[config.mk]
export PLATFORM = sky130hd
export DESIGN_NAME = arrival_sorted_release_queue
export DESIGN_NICKNAME = d
export VERILOG_FILES = /design/src/design/arsq_pkg.sv /design/src/design/arsq_ctrl.sv /design/src/design/arsq_datapath.sv /design/src/design/arrival_sorted_release_queue.sv
export SDC_FILE = /design/constraint.sdc
export NUM_CORES = 1
export LEC_CHECK = 0
export ABC_AREA = 0
export BUFFER_PORTS_ARGS = -buffer_cell sky130_fd_sc_hd__buf_2
export CORE_MARGIN = 10
export CORE_UTILIZATION = 50
export CTS_CLUSTER_DIAMETER = 200
export DETAILED_ROUTE_END_ITERATION = 10
export PLACE_DENSITY_LB_ADDON = 0.08
export SYNTH_ARGS = -nofsm -noshare
export SYNTH_HDL_FRONTEND = slang
export SYNTH_SLANG_ARGS = --single-unit
export TNS_END_PERCENT = 20
[constraint.sdc]
create_clock -name clock -period 5.5 [get_ports clock]
set_input_delay 0.275 -clock clock [delete_from_list [all_inputs] [get_ports clock]]
set_output_delay 0.275 -clock clock [all_outputs]
set_load 0.03 [all_outputs]
[src/design/arsq_pkg.sv]
// Shared types and constants for the arrival-sorted release queue.
// Used by the controller, the datapath, the top level and the testbench.
package arsq_pkg;

   localparam int DEPTH_DEF   = 16;
   localparam int MAX_RESULTS = 16;
   localparam int ID_W        = 8;
   localparam int TIME_W      = 16;
   localparam int RES_W       = $clog2(MAX_RESULTS + 1);

   typedef enum logic [1:0] {
      OP_INSERT = 2'd0,
      OP_TICK   = 2'd1,
      OP_REWIND = 2'd2,
      OP_CLEAR  = 2'd3
   } op_type;

   typedef struct packed {
      logic [ID_W-1:0]   id;
      logic [TIME_W-1:0] tstamp;
   } slot_type;

   typedef struct packed {
      logic latch;
      logic rewind;
      logic clear;
      logic ins_start;
      logic rd_ins;
      logic rd_head;
      logic wr_shift;
      logic wr_new;
      logic p_dec;
      logic tick_start;
      logic take;
      logic out_rej;
      logic out_last;
   } cmd_type;

   typedef struct packed {
      logic full;
      logic p_zero;
      logic head_lt_fill;
      logic n_lt_max;
      logic hold_v;
      logic gt;
      logic eq;
      logic out_free;
   } stat_type;

endpackage

[src/design/arsq_ctrl.sv]
// Sequencer for insert search, tick release, rewind and clear.
// Depends on arsq_pkg; drives the datapath through cmd_type, reads stat_type.
module arsq_ctrl import arsq_pkg::*; (
   input  logic     clock,
   input  logic     reset,
   input  logic     req_tvalid,
   input  logic     [1:0] req_op,
   input  stat_type stat,
   output logic     req_tready,
   output cmd_type  cmd
);

   typedef enum logic [2:0] {
      ST_IDLE,
      ST_INS_CHK,
      ST_INS_CMP,
      ST_REJ,
      ST_TK_CHK,
      ST_TK_CMP,
      ST_TK_LAST
   } state_type;

   state_type state_ff, state_in;
   logic      ready_ff, ready_in;
   logic      accept;

   assign accept     = req_tvalid && ready_ff;
   assign req_tready = ready_ff;

   always_comb begin
      state_in = state_ff;
      cmd      = '0;
      case (state_ff)
         ST_IDLE: begin
            if (accept) begin
               cmd.latch = 1'b1;
               case (op_type'(req_op))
                  OP_INSERT: begin
                     if (stat.full) begin
                        state_in = ST_REJ;
                     end else begin
                        cmd.ins_start = 1'b1;
                        state_in      = ST_INS_CHK;
                     end
                  end
                  OP_TICK: begin
                     cmd.tick_start = 1'b1;
                     state_in       = ST_TK_CHK;
                  end
                  OP_REWIND: cmd.rewind = 1'b1;
                  OP_CLEAR:  cmd.clear  = 1'b1;
                  default: ;
               endcase
            end
         end
         ST_INS_CHK: begin
            if (stat.p_zero) begin
               cmd.wr_new = 1'b1;
               state_in   = ST_IDLE;
            end else begin
               cmd.rd_ins = 1'b1;
               state_in   = ST_INS_CMP;
            end
         end
         ST_INS_CMP: begin
            if (stat.gt) begin
               cmd.wr_shift = 1'b1;
               cmd.p_dec    = 1'b1;
               state_in     = ST_INS_CHK;
            end else begin
               cmd.wr_new = 1'b1;
               state_in   = ST_IDLE;
            end
         end
         ST_REJ: begin
            if (stat.out_free) begin
               cmd.out_rej = 1'b1;
               state_in    = ST_IDLE;
            end
         end
         ST_TK_CHK: begin
            if (stat.head_lt_fill && stat.n_lt_max) begin
               cmd.rd_head = 1'b1;
               state_in    = ST_TK_CMP;
            end else if (stat.hold_v) begin
               state_in = ST_TK_LAST;
            end else begin
               state_in = ST_IDLE;
            end
         end
         ST_TK_CMP: begin
            if (stat.eq) begin
               if (!stat.hold_v || stat.out_free) begin
                  cmd.take = 1'b1;
                  state_in = ST_TK_CHK;
               end
            end else if (stat.hold_v) begin
               state_in = ST_TK_LAST;
            end else begin
               state_in = ST_IDLE;
            end
         end
         ST_TK_LAST: begin
            if (stat.out_free) begin
               cmd.out_last = 1'b1;
               state_in     = ST_IDLE;
            end
         end
         default: state_in = ST_IDLE;
      endcase
   end

   assign ready_in = (state_in == ST_IDLE);

   always_ff @(posedge clock) begin
      if (reset) begin
         state_ff <= ST_IDLE;
         ready_ff <= 1'b1;
      end else begin
         state_ff <= state_in;
         ready_ff <= ready_in;
      end
   end

endmodule

[src/design/arsq_datapath.sv]
// Slot memory, fill and head counters, hold and result registers.
// Depends on arsq_pkg; steered by arsq_ctrl through cmd_type.
module arsq_datapath import arsq_pkg::*; #(
   parameter int DEPTH = DEPTH_DEF
) (
   input  logic              clock,
   input  logic              reset,
   input  logic [ID_W-1:0]   in_id,
   input  logic [TIME_W-1:0] in_arrival,
   input  logic [TIME_W-1:0] in_now,
   input  cmd_type           cmd,
   output stat_type          stat,
   input  logic              rsp_tready,
   output logic              rsp_tvalid,
   output logic [ID_W-1:0]   rsp_id,
   output logic [TIME_W-1:0] rsp_arrival,
   output logic              rsp_status,
   output logic              rsp_last
);

   localparam int CNT_W = $clog2(DEPTH + 1);
   localparam int IDX_W = $clog2(DEPTH);

   slot_type          mem [DEPTH];
   slot_type          rd_ff;
   slot_type          hold_ff;
   logic              hold_v_ff;
   logic [ID_W-1:0]   id_ff;
   logic [TIME_W-1:0] arr_ff;
   logic [TIME_W-1:0] now_ff;
   logic [CNT_W-1:0]  p_ff;
   logic [CNT_W-1:0]  fill_ff;
   logic [CNT_W-1:0]  head_ff;
   logic [RES_W-1:0]  n_ff;
   logic [CNT_W-1:0]  p_m1;
   logic [IDX_W-1:0]  rd_addr;
   logic              rd_en;
   logic              wr_en;
   slot_type          wr_data;
   logic              out_free;
   logic              load_out;
   logic              valid_ff;
   slot_type          out_ff;
   logic              status_ff;
   logic              last_ff;

   assign p_m1     = p_ff - CNT_W'(1);
   assign rd_en    = cmd.rd_ins || cmd.rd_head;
   assign rd_addr  = cmd.rd_head ? head_ff[IDX_W-1:0] : p_m1[IDX_W-1:0];
   assign wr_en    = cmd.wr_shift || cmd.wr_new;
   assign wr_data  = cmd.wr_shift ? rd_ff : slot_type'{id: id_ff, tstamp: arr_ff};
   assign out_free = !valid_ff || rsp_tready;
   assign load_out = cmd.out_rej || cmd.out_last || (cmd.take && hold_v_ff);

   assign stat.full         = (fill_ff == CNT_W'(DEPTH));
   assign stat.p_zero       = (p_ff == '0);
   assign stat.head_lt_fill = (head_ff < fill_ff);
   assign stat.n_lt_max     = (n_ff < RES_W'(MAX_RESULTS));
   assign stat.hold_v       = hold_v_ff;
   assign stat.gt           = (rd_ff.tstamp > arr_ff);
   assign stat.eq           = (rd_ff.tstamp == now_ff);
   assign stat.out_free     = out_free;

   always_ff @(posedge clock) begin
      if (wr_en) begin
         mem[p_ff[IDX_W-1:0]] <= wr_data;
      end
      if (rd_en) begin
         rd_ff <= mem[rd_addr];
      end
   end

   always_ff @(posedge clock) begin
      if (cmd.latch) begin
         id_ff  <= in_id;
         arr_ff <= in_arrival;
         now_ff <= in_now;
      end
      if (cmd.ins_start) begin
         p_ff <= fill_ff;
      end else if (cmd.p_dec) begin
         p_ff <= p_m1;
      end
      if (cmd.take) begin
         hold_ff <= rd_ff;
      end
   end

   always_ff @(posedge clock) begin
      if (reset) begin
         fill_ff   <= '0;
         head_ff   <= '0;
         n_ff      <= '0;
         hold_v_ff <= 1'b0;
      end else begin
         if (cmd.clear) begin
            fill_ff <= '0;
         end else if (cmd.wr_new) begin
            fill_ff <= fill_ff + CNT_W'(1);
         end
         if (cmd.clear || cmd.rewind) begin
            head_ff <= '0;
         end else if ((cmd.wr_new && (p_ff <= head_ff)) || cmd.take) begin
            head_ff <= head_ff + CNT_W'(1);
         end
         if (cmd.tick_start) begin
            n_ff <= '0;
         end else if (cmd.take) begin
            n_ff <= n_ff + RES_W'(1);
         end
         if (cmd.tick_start || cmd.out_last) begin
            hold_v_ff <= 1'b0;
         end else if (cmd.take) begin
            hold_v_ff <= 1'b1;
         end
      end
   end

   always_ff @(posedge clock) begin
      if (reset) begin
         valid_ff <= 1'b0;
      end else if (load_out) begin
         valid_ff <= 1'b1;
      end else if (rsp_tready) begin
         valid_ff <= 1'b0;
      end
   end

   always_ff @(posedge clock) begin
      if (cmd.out_rej) begin
         out_ff    <= slot_type'{id: id_ff, tstamp: arr_ff};
         status_ff <= 1'b1;
         last_ff   <= 1'b1;
      end else if (load_out) begin
         out_ff    <= hold_ff;
         status_ff <= 1'b0;
         last_ff   <= cmd.out_last;
      end
   end

   assign rsp_tvalid  = valid_ff;
   assign rsp_id      = out_ff.id;
   assign rsp_arrival = out_ff.tstamp;
   assign rsp_status  = status_ff;
   assign rsp_last    = last_ff;

endmodule

[src/design/arrival_sorted_release_queue.sv]
// Insert: walks from the tail, reading each stored slot into a registered read buffer and moving
// it aside while its time is later; tick: reads and releases head jobs whose time equals now.
// One transaction is in work at a time; a finished result waits in the output register.
// Synchronous reset empties the list, rewinds the head and drops any pending result;
// slot contents are not cleared. Built from arsq_ctrl and arsq_datapath (arsq_pkg).
module arrival_sorted_release_queue import arsq_pkg::*; #(
   parameter int DEPTH = DEPTH_DEF
) (
   input  logic        clock,
   input  logic        reset,
   input  logic        req_tvalid,
   output logic        req_tready,
   input  logic [39:0] req_tdata,   // job_id[7:0], arrival[23:8], now[39:24]
   input  logic [1:0]  req_tuser,   // op[1:0]
   output logic        rsp_tvalid,
   input  logic        rsp_tready,
   output logic [23:0] rsp_tdata,   // out_id[7:0], out_arrival[23:8]
   output logic        rsp_tuser,   // status[0]
   output logic        rsp_tlast
);

   cmd_type           cmd;
   stat_type          stat;
   logic [ID_W-1:0]   rsp_id;
   logic [TIME_W-1:0] rsp_arrival;

   arsq_ctrl u_ctrl (
      .clock      (clock),
      .reset      (reset),
      .req_tvalid (req_tvalid),
      .req_op     (req_tuser),
      .stat       (stat),
      .req_tready (req_tready),
      .cmd        (cmd)
   );

   arsq_datapath #(.DEPTH(DEPTH)) u_dp (
      .clock       (clock),
      .reset       (reset),
      .in_id       (req_tdata[7:0]),
      .in_arrival  (req_tdata[23:8]),
      .in_now      (req_tdata[39:24]),
      .cmd         (cmd),
      .stat        (stat),
      .rsp_tready  (rsp_tready),
      .rsp_tvalid  (rsp_tvalid),
      .rsp_id      (rsp_id),
      .rsp_arrival (rsp_arrival),
      .rsp_status  (rsp_tuser),
      .rsp_last    (rsp_tlast)
   );

   assign rsp_tdata = {rsp_arrival, rsp_id};

endmodule

Word level (Yosys, flattened, before mapping)
Memory sizes are Yosys's and may differ from the RTL's. A register that Yosys moved wholly into a read port is not among the register bits.
Index checks and enable logic that the tools add are counted.
{ "op_classes": {"reduce_logical": 27, "n_lt_le_gt_ge": 4, "n_addsub": 4, "muxes": 45, "n_eq_ne": 11} }
{ "ops": {"columns": ["cell", "n"], "rows": [
  ["2-to-1 mux 24 bit", 3],
  ["2-to-1 mux 1 bit", 26],
  ["2-to-1 mux 3 bit", 6],
  ["one-hot mux 3 bit (6 select lines)", 1],
  ["equality test 16 bit", 1],
  ["> comparator 16 bit", 1],
  ["adder 5 x 1 -> 5 bit (second input constant)", 3],
  ["2-to-1 mux 4 bit", 3],
  ["2-to-1 mux 5 bit", 2],
  ["OR reduction 2 bit", 5],
  ["equality test 3 bit (second input constant)", 3],
  ["logical OR 1 bit", 9],
  ["equality test 3 x 2 -> 1 bit (second input constant)", 2],
  ["zero test 3 bit", 2],
  ["one-hot mux 3 bit (2 select lines)", 1],
  ["nonzero test 2 bit", 3],
  ["equality test 5 bit (second input constant)", 1],
  ["<= comparator 5 bit", 1],
  ["zero test 5 bit", 1],
  ["less-than comparator 5 bit", 1],
  ["less-than comparator 5 bit (second input constant)", 1],
  ["subtractor 5 x 1 -> 5 bit (second input constant)", 1],
  ["equality test 2 bit (second input constant)", 2],
  ["logical AND 1 bit", 4],
  ["other kinds (6)", 8]
]} }
{ "word_totals": {"ff_bits": 116, "ram_bits": 384, "word_cells": 109, "output_inout_bits": 28, "mem_count": 1, "inputBits": 46} }
{ "memory_table": {"columns": ["name", "depth", "width", "rd", "rd_clocked_by_memory_dff", "write_ports", "line_no", "source"], "rows": [
  ["u_dp.mem", 16, 24, 1, 1, 1, "arsq_datapath.sv:24", "slot_type mem [DEPTH];"]
]} }

Longest topological paths before layout
{ "logic_depth": {"word_depth": 10, "ltp_mapped": 11, "ltp_nobuf": 9} }

Hierarchy
A second synthesis with hierarchy kept.
{ "unflattened": {"cells_unflattened": 1904, "area_unflattened_um2": 24020.5} }
{ "modules_own_cells": {"columns": ["module", "n_inst", "area_each_um2", "cells_each", "seq_area_each_um2"], "rows": [
  ["arsq_datapath", 1, 23523.8, 1845, 15424.8],
  ["arsq_ctrl", 1, 496.7, 59, 80.1]
]} }

Least setup slack after synthesis
OpenSTA, ideal clock, no wires.
{ "synth_timing": {"path_type": "reg-to-reg", "start": "register u_ctrl.state_ff[2]", "end": "register u_dp.p_ff[2] (data pin)", "t_arrival_ns": 4.250, "t_required_ns": 5.239, "stages_incl_launch_ff": 5, "period_less_slack_ns": 4.512, "path_buffers": 1, "setup_slack_ns": 0.988, "setup_ns": 0.261, "path_cell_list": "dfxtp_1 clkbuf_1 nor4_2 nand3b_1 mux2_2"} }
{ "synth_between": {"elab_chain_len": 3} }
{ "synth_lines": {"columns": ["item", "line_no", "source"], "rows": [
  ["start: declaration", "arsq_ctrl.sv:23", "state_type state_ff, state_in;"],
  ["start signal: assignment", "arsq_ctrl.sv:120", "state_ff <= state_in;"],
  ["zero test 3 bit", "arsq_ctrl.sv:33", "case (state_ff)"],
  ["2-to-1 mux 4 bit", "arsq_ctrl.sv:33", null],
  ["2-to-1 mux 5 bit", "arsq_datapath.sv:79", "if (cmd.ins_start) begin"],
  ["end signal: assignment", "arsq_datapath.sv:80", "p_ff <= fill_ff;"],
  ["end signal: assignment", "arsq_datapath.sv:82", "p_ff <= p_m1;"],
  ["end: declaration", "arsq_datapath.sv:31", "logic [CNT_W-1:0] p_ff;"]
]} }
No other way between the ends.
A chain may end at the register's enable or synchronous reset.

Worst setup path after layout
{ "layout_timing": {"start": "register u_ctrl.state_ff[2]", "end": "register u_dp.rd_ff[14] (netlist name)"} }
{ "layout_between": {"elab_chain_len": 3, "elab_cells_between_ends": 6, "cone_classes": "eq/ne (2); mux (3); reduce/logical (1)"} }
{ "layout_lines": {"columns": ["item", "line_no"], "rows": [
  ["equality test 3 bit or equality test 3 x 1 -> 1 bit (tied branches)", "arsq_ctrl.sv:33"],
  ["2-to-1 mux 1 bit", "arsq_ctrl.sv:33"],
  ["2-to-1 mux 4 bit or logical OR 1 bit (tied branches)", "arsq_datapath.sv:49, arsq_datapath.sv:48"]
]} }
Parallel ways exist; a longest one is shown, timed or not.

==> reports/qor_table.md <==
| Group | Parameter | Value |
|:---|:---|:---|
| run status | Result of the run | finished clean |
| floorplanning | Standard-cell rows | 75 |
| layout | Fraction of layout cells with a size suffix above 1 | 0.1726 |
| clock network | Clock root buffer | sky130_fd_sc_hd__clkbuf_16 |
| critical path | Worst setup path category | register to register |
| placed design | Detailed Place HPWL | 27.33 mm |
| layout | NumNets Final | 1,446 |
| sta | Setup Viol. Count Final | 0 |
| floorplanning | Area inside the core boundary | 41,950 um2 |
| yosys | Fraction of the yosys area taken by sequential cells | 0.7301 |
| route | Aggregate routed wire length | 50.45 mm |
| clock network | Post-CTS Hold Fix Bufs | 41 |
| grt | Global-route wire length before repair | 74.52 mm |
| layout | Number of cells in the finished layout apart from fillers | 1,947 |
| clock network | Number of instances resized during post-cts repair | 0 |
| sta | Worst relative slew slack | 0.2133 |
| critical path | Worst Path Required | 5.80 ns |
| clock network | # Post-CTS Setup Buffers | 0 |
| sta | Worst-margin pin slew | 1.177 ns |
| placed design | Placed Instances | 1,807 |
| sta | Setup total negative slack | 0 ns |
| yosys | Mean Syn Cell Area | 17.32 um2 |
| clock network | CTS tree | yes |
| placed design | Final Wtd Congestion | 0.7972 |
| grt | Vias in the first global route | 11,340 |
| critical path | Critical path data arrival time | 4.37 ns |
| sta | Skew final | 0.01459 ns |
| flow run | Total of max-cap violations | 0 |
| yosys | Net count of the mapped netlist | 1,306 |
| yosys | Fraction of synthesized cell area taken by the top area cell type | 0.7084 |
| grt | Remaining global-route overflow | 0 |
| clock network | Clock buffers created by TritonCTS | 55 |
| layout | Post-synthesis to final-layout area growth | 14.36% |
| pwr | Pwr per Cell Area | 355.8 nW/um2 |
| yosys | Number of warning messages in the yosys log | 0 |
| clock network | Clock insertion delay at the later pin of the skew report | 0.61 ns |
| floorplanning | Area of the die | 51,120 um2 |
| clock network | Clock Sink Count | 524 |
| route | Final routed wire length divided by cell count | 25.91 um |
| yosys | Post-synthesis cell type with the largest combined area | sky130_fd_sc_hd__edfxtp_1 |
| sta | Final period demand of the worst path | 4.069 ns |
| sta | Setup WS post-layout | 1.431 ns |
| grt | Antenna violations before repair | 0 |
| yosys | Post-synthesis sequential element count | 524 |
| route | DRC marker count from the first detailed-route iteration | 964 |
| critical path | Startpoint type of the worst setup path | register |
| route | Total via count in the routed design | 11,250 |
| yosys | Count of different cell masters after synthesis | 59 |
| critical path | Largest driver fanout on the critical path | 121 |
| placed design | Minimum setup slack after placement | 1.501 ns |
| floorplanning | I/O pin count | 74 |
| yosys | Flip-flop cell with the highest count after synthesis | sky130_fd_sc_hd__edfxtp_1 |
| placed design | DP Area | 22,070 um2 |
| layout | Number of inserted diodes | 0 |
| floorplanning | Die width | 226.1 um |
| layout | Fill cell count | 3,238 |
| route | Detailed-router iteration count before antenna repair | 7 |
| placed design | I/O Buffers | 73 |
| yosys | Dominant cells by area after synthesis | sky130_fd_sc_hd__edfxtp_1, sky130_fd_sc_hd__mux2i_1, sky130_fd_sc_hd__o22ai_1 |
| grt | GRT Total Usage | 0.1983 |
| clock network | Clock transition at the register clock pins on the worst setup and hold paths after CTS | 0.06 ns |
| sta | Unrepaired setup endpoints after global routing | no |
| clock network | Deepest level of the CTS H-tree | 2 |
| pwr | Cell leakage power | 8.578 nW |
| route | Antenna viol nets, final | 0 |
| floorplanning | Die height | 226.1 um |
| floorplanning | Starting density of the core | 0.5063 |
| yosys | Asr flop ratio synth | 0 |
| sta | Period utilization | 0.7399 |
| yosys | Cell area after synthesis | 21,240 um2 |
| sta | Maximum clock rate | 245.7 MHz |
| pwr | Maximum VDD drop | 218.0 uV |
| grt | Pin count of the biggest net entering global routing | 122 |
| sta | Slew Limit Fails | 0 |
| yosys | Number of instances in the synthesized netlist | 1,226 |
| sta | Final hold vios | 0 |
| worst hold path | Class of the tightest hold or removal check | input pin to register |
| route | DRC viols | 0 |
| pwr | Sum of internal, switching and leakage power | 8.641 mW |
| route | Per-cell via count in the routed design | 5.779 |
| layout | Final cell area excluding filler cells | 24,290 um2 |
| critical path | Worst setup EP type | register |
| clock network | Largest buffer count on any clock path | 3 |
| yosys | EDFF count, synth | 501 |
## worst max-delay path, stage by stage, from the launching register on
cell	delay, ns
sky130_fd_sc_hd__dfxtp_1	0.66
sky130_fd_sc_hd__inv_1	0.27
sky130_fd_sc_hd__nor2_1	0.39
sky130_fd_sc_hd__o211ai_4	0.24
sky130_fd_sc_hd__mux2i_4	0.38
sky130_fd_sc_hd__buf_12	0.70
sky130_fd_sc_hd__mux2i_1	0.27
sky130_fd_sc_hd__o22ai_1	0.10
sky130_fd_sc_hd__or4_1	0.65
## cell usage in the layout (no fill, tap or decap), types with 4 or more instances in the layout
cell,netlist,final
sky130_fd_sc_hd__a211oi_1,4,4
sky130_fd_sc_hd__a21oi_1,14,13
sky130_fd_sc_hd__a31o_2,4,4
sky130_fd_sc_hd__a31oi_1,5,5
sky130_fd_sc_hd__buf_2,8,73
sky130_fd_sc_hd__buf_4,1,17
sky130_fd_sc_hd__bufinv_16,0,9
sky130_fd_sc_hd__clkbuf_1,7,13
sky130_fd_sc_hd__clkbuf_16,0,55
sky130_fd_sc_hd__clkinv_1,0,15
sky130_fd_sc_hd__clkinv_2,0,5
sky130_fd_sc_hd__dfxtp_1,23,23
sky130_fd_sc_hd__dlygate4sd3_1,0,41
sky130_fd_sc_hd__edfxtp_1,501,501
sky130_fd_sc_hd__ha_1,34,34
sky130_fd_sc_hd__inv_1,30,30
sky130_fd_sc_hd__mux2_1,10,10
sky130_fd_sc_hd__mux2_2,42,42
sky130_fd_sc_hd__mux2i_1,199,199
sky130_fd_sc_hd__nand2_1,34,29
sky130_fd_sc_hd__nand2_2,2,7
sky130_fd_sc_hd__nand2b_1,7,7
sky130_fd_sc_hd__nand3_1,5,5
sky130_fd_sc_hd__nand4_1,14,14
sky130_fd_sc_hd__nor2_1,39,26
sky130_fd_sc_hd__nor2_4,0,12
sky130_fd_sc_hd__nor2b_1,4,4
sky130_fd_sc_hd__nor3_1,11,7
sky130_fd_sc_hd__nor3_2,0,4
sky130_fd_sc_hd__o211ai_1,4,4
sky130_fd_sc_hd__o21ai_0,7,7
sky130_fd_sc_hd__o22ai_1,97,97
sky130_fd_sc_hd__or4_1,25,25
sky130_fd_sc_hd__xnor2_1,22,22
sky130_fd_sc_hd__xor2_1,6,6
## synth_stat cells (6+ instances only)
cell type,n
sky130_fd_sc_hd__clkbuf_8,16
sky130_fd_sc_hd__mux2i_1,199
sky130_fd_sc_hd__nand4_1,14
sky130_fd_sc_hd__dfxtp_1,23
sky130_fd_sc_hd__buf_6,12
sky130_fd_sc_hd__nor3_1,11
sky130_fd_sc_hd__mux2_1,10
sky130_fd_sc_hd__o21ai_0,7
sky130_fd_sc_hd__xor2_1,6
sky130_fd_sc_hd__xnor2_1,22
sky130_fd_sc_hd__mux2_2,42
sky130_fd_sc_hd__nand2b_1,7
sky130_fd_sc_hd__nand2_1,34
sky130_fd_sc_hd__o22ai_1,97
sky130_fd_sc_hd__clkbuf_1,7
sky130_fd_sc_hd__inv_1,30
sky130_fd_sc_hd__buf_2,8
sky130_fd_sc_hd__nor2_1,39
sky130_fd_sc_hd__edfxtp_1,501
sky130_fd_sc_hd__or4_1,25
sky130_fd_sc_hd__ha_1,34
sky130_fd_sc_hd__a21oi_1,14
## report_power, final
group,internal [mW],total [mW],leakage [nW],switching (mW)
logic,0.147,0.408,2.98,0.261
registers,4.44,4.48,4.72,0.0345
clock network,2.25,3.75,0.878,1.50
total,6.84,8.64,8.58,1.80
## kinds of logic (layout without fill, tap and decap cells)
family                   count (synthesis)  after routing  share of synthesized area
AO/OA/AOI/OAI                          157            157                    0.04949
adder cells (fa/ha/maj)                 34             34                    0.02003
buffers and inverters                   79            261                    0.02916
flip-flops                             524            524                     0.7301
multiplexers                           252            252                     0.1220
AND/OR/NAND/NOR                        152            152                    0.03770
XOR/XNOR                                28             28                    0.01155
## final timing paths
kind	from	end	slack, ns	cells past startpoint
min	req_tuser[1]	u_dp.head_ff[4]$_SDFFE_PP0P_	0.13	4
min reg2reg	u_dp.rd_ff[19]$_DFFE_PP_	u_dp.hold_ff[19]$_DFFE_PP_	0.45	0
max	u_ctrl.state_ff[2]$_SDFF_PP0_	u_dp.rd_ff[14]$_DFFE_PP_	1.43	8
max reg2reg	u_ctrl.state_ff[2]$_SDFF_PP0_	u_dp.rd_ff[14]$_DFFE_PP_	1.43	8
## per-layer routing
layer	part of all wire	up-vias	routed length (um)	global-route usage
li1	-	5158	-	-
met1	0.44	5684	22330	0.2690
met2	0.48	339	24230	0.3228
met3	0.055	71	2767	0.03126
met4	0.022	0	1124	0.06189
met5	0	-	0	0
## state kept, by name, indices dropped and copies added (netlist names)
register and count:
u_dp.n_ff 5, u_dp.rsp_tvalid 1, u_dp.id_ff 8, u_dp.rsp_id 8
u_dp.mem 384, u_dp.p_ff 5, u_ctrl.req_tready 1, u_dp.hold_ff 24
u_dp.now_ff 16, u_dp.arr_ff 16, u_dp.rd_ff 24, u_ctrl.state_ff 3
u_dp.rsp_arrival 16, u_dp.fill_ff 5, u_dp.rsp_status 1, u_dp.rsp_last 1
u_dp.head_ff 5, u_dp.hold_v_ff 1
## through the flow
stage / utilization / hold slack (ns)
floorplan: - / 0.3444
global placement: 0.5262 / 0.4267
detailed placement: 0.5262 / 0.4395
CTS: 0.5790 / 0.08802
global route: 0.5790 / 0.1496
finish: 0.5790 / 0.1276
## cell type report
type / instances / area, um2 / share of cell area
Multi-Input combinational cell: 623 / 5268 / 0.2169
Sequential cell: 524 / 15500 / 0.6384
Timing Repair Buffer: 132 / 923.4 / 0.03802
Tap cell: 539 / 674.4 / 0.02777
Clock inverter: 31 / 380.4 / 0.01566
Clock buffer: 68 / 1425 / 0.05868
Inverter: 30 / 112.6 / 0.004636
Note: power is estimated with default switching activity, not from simulation.
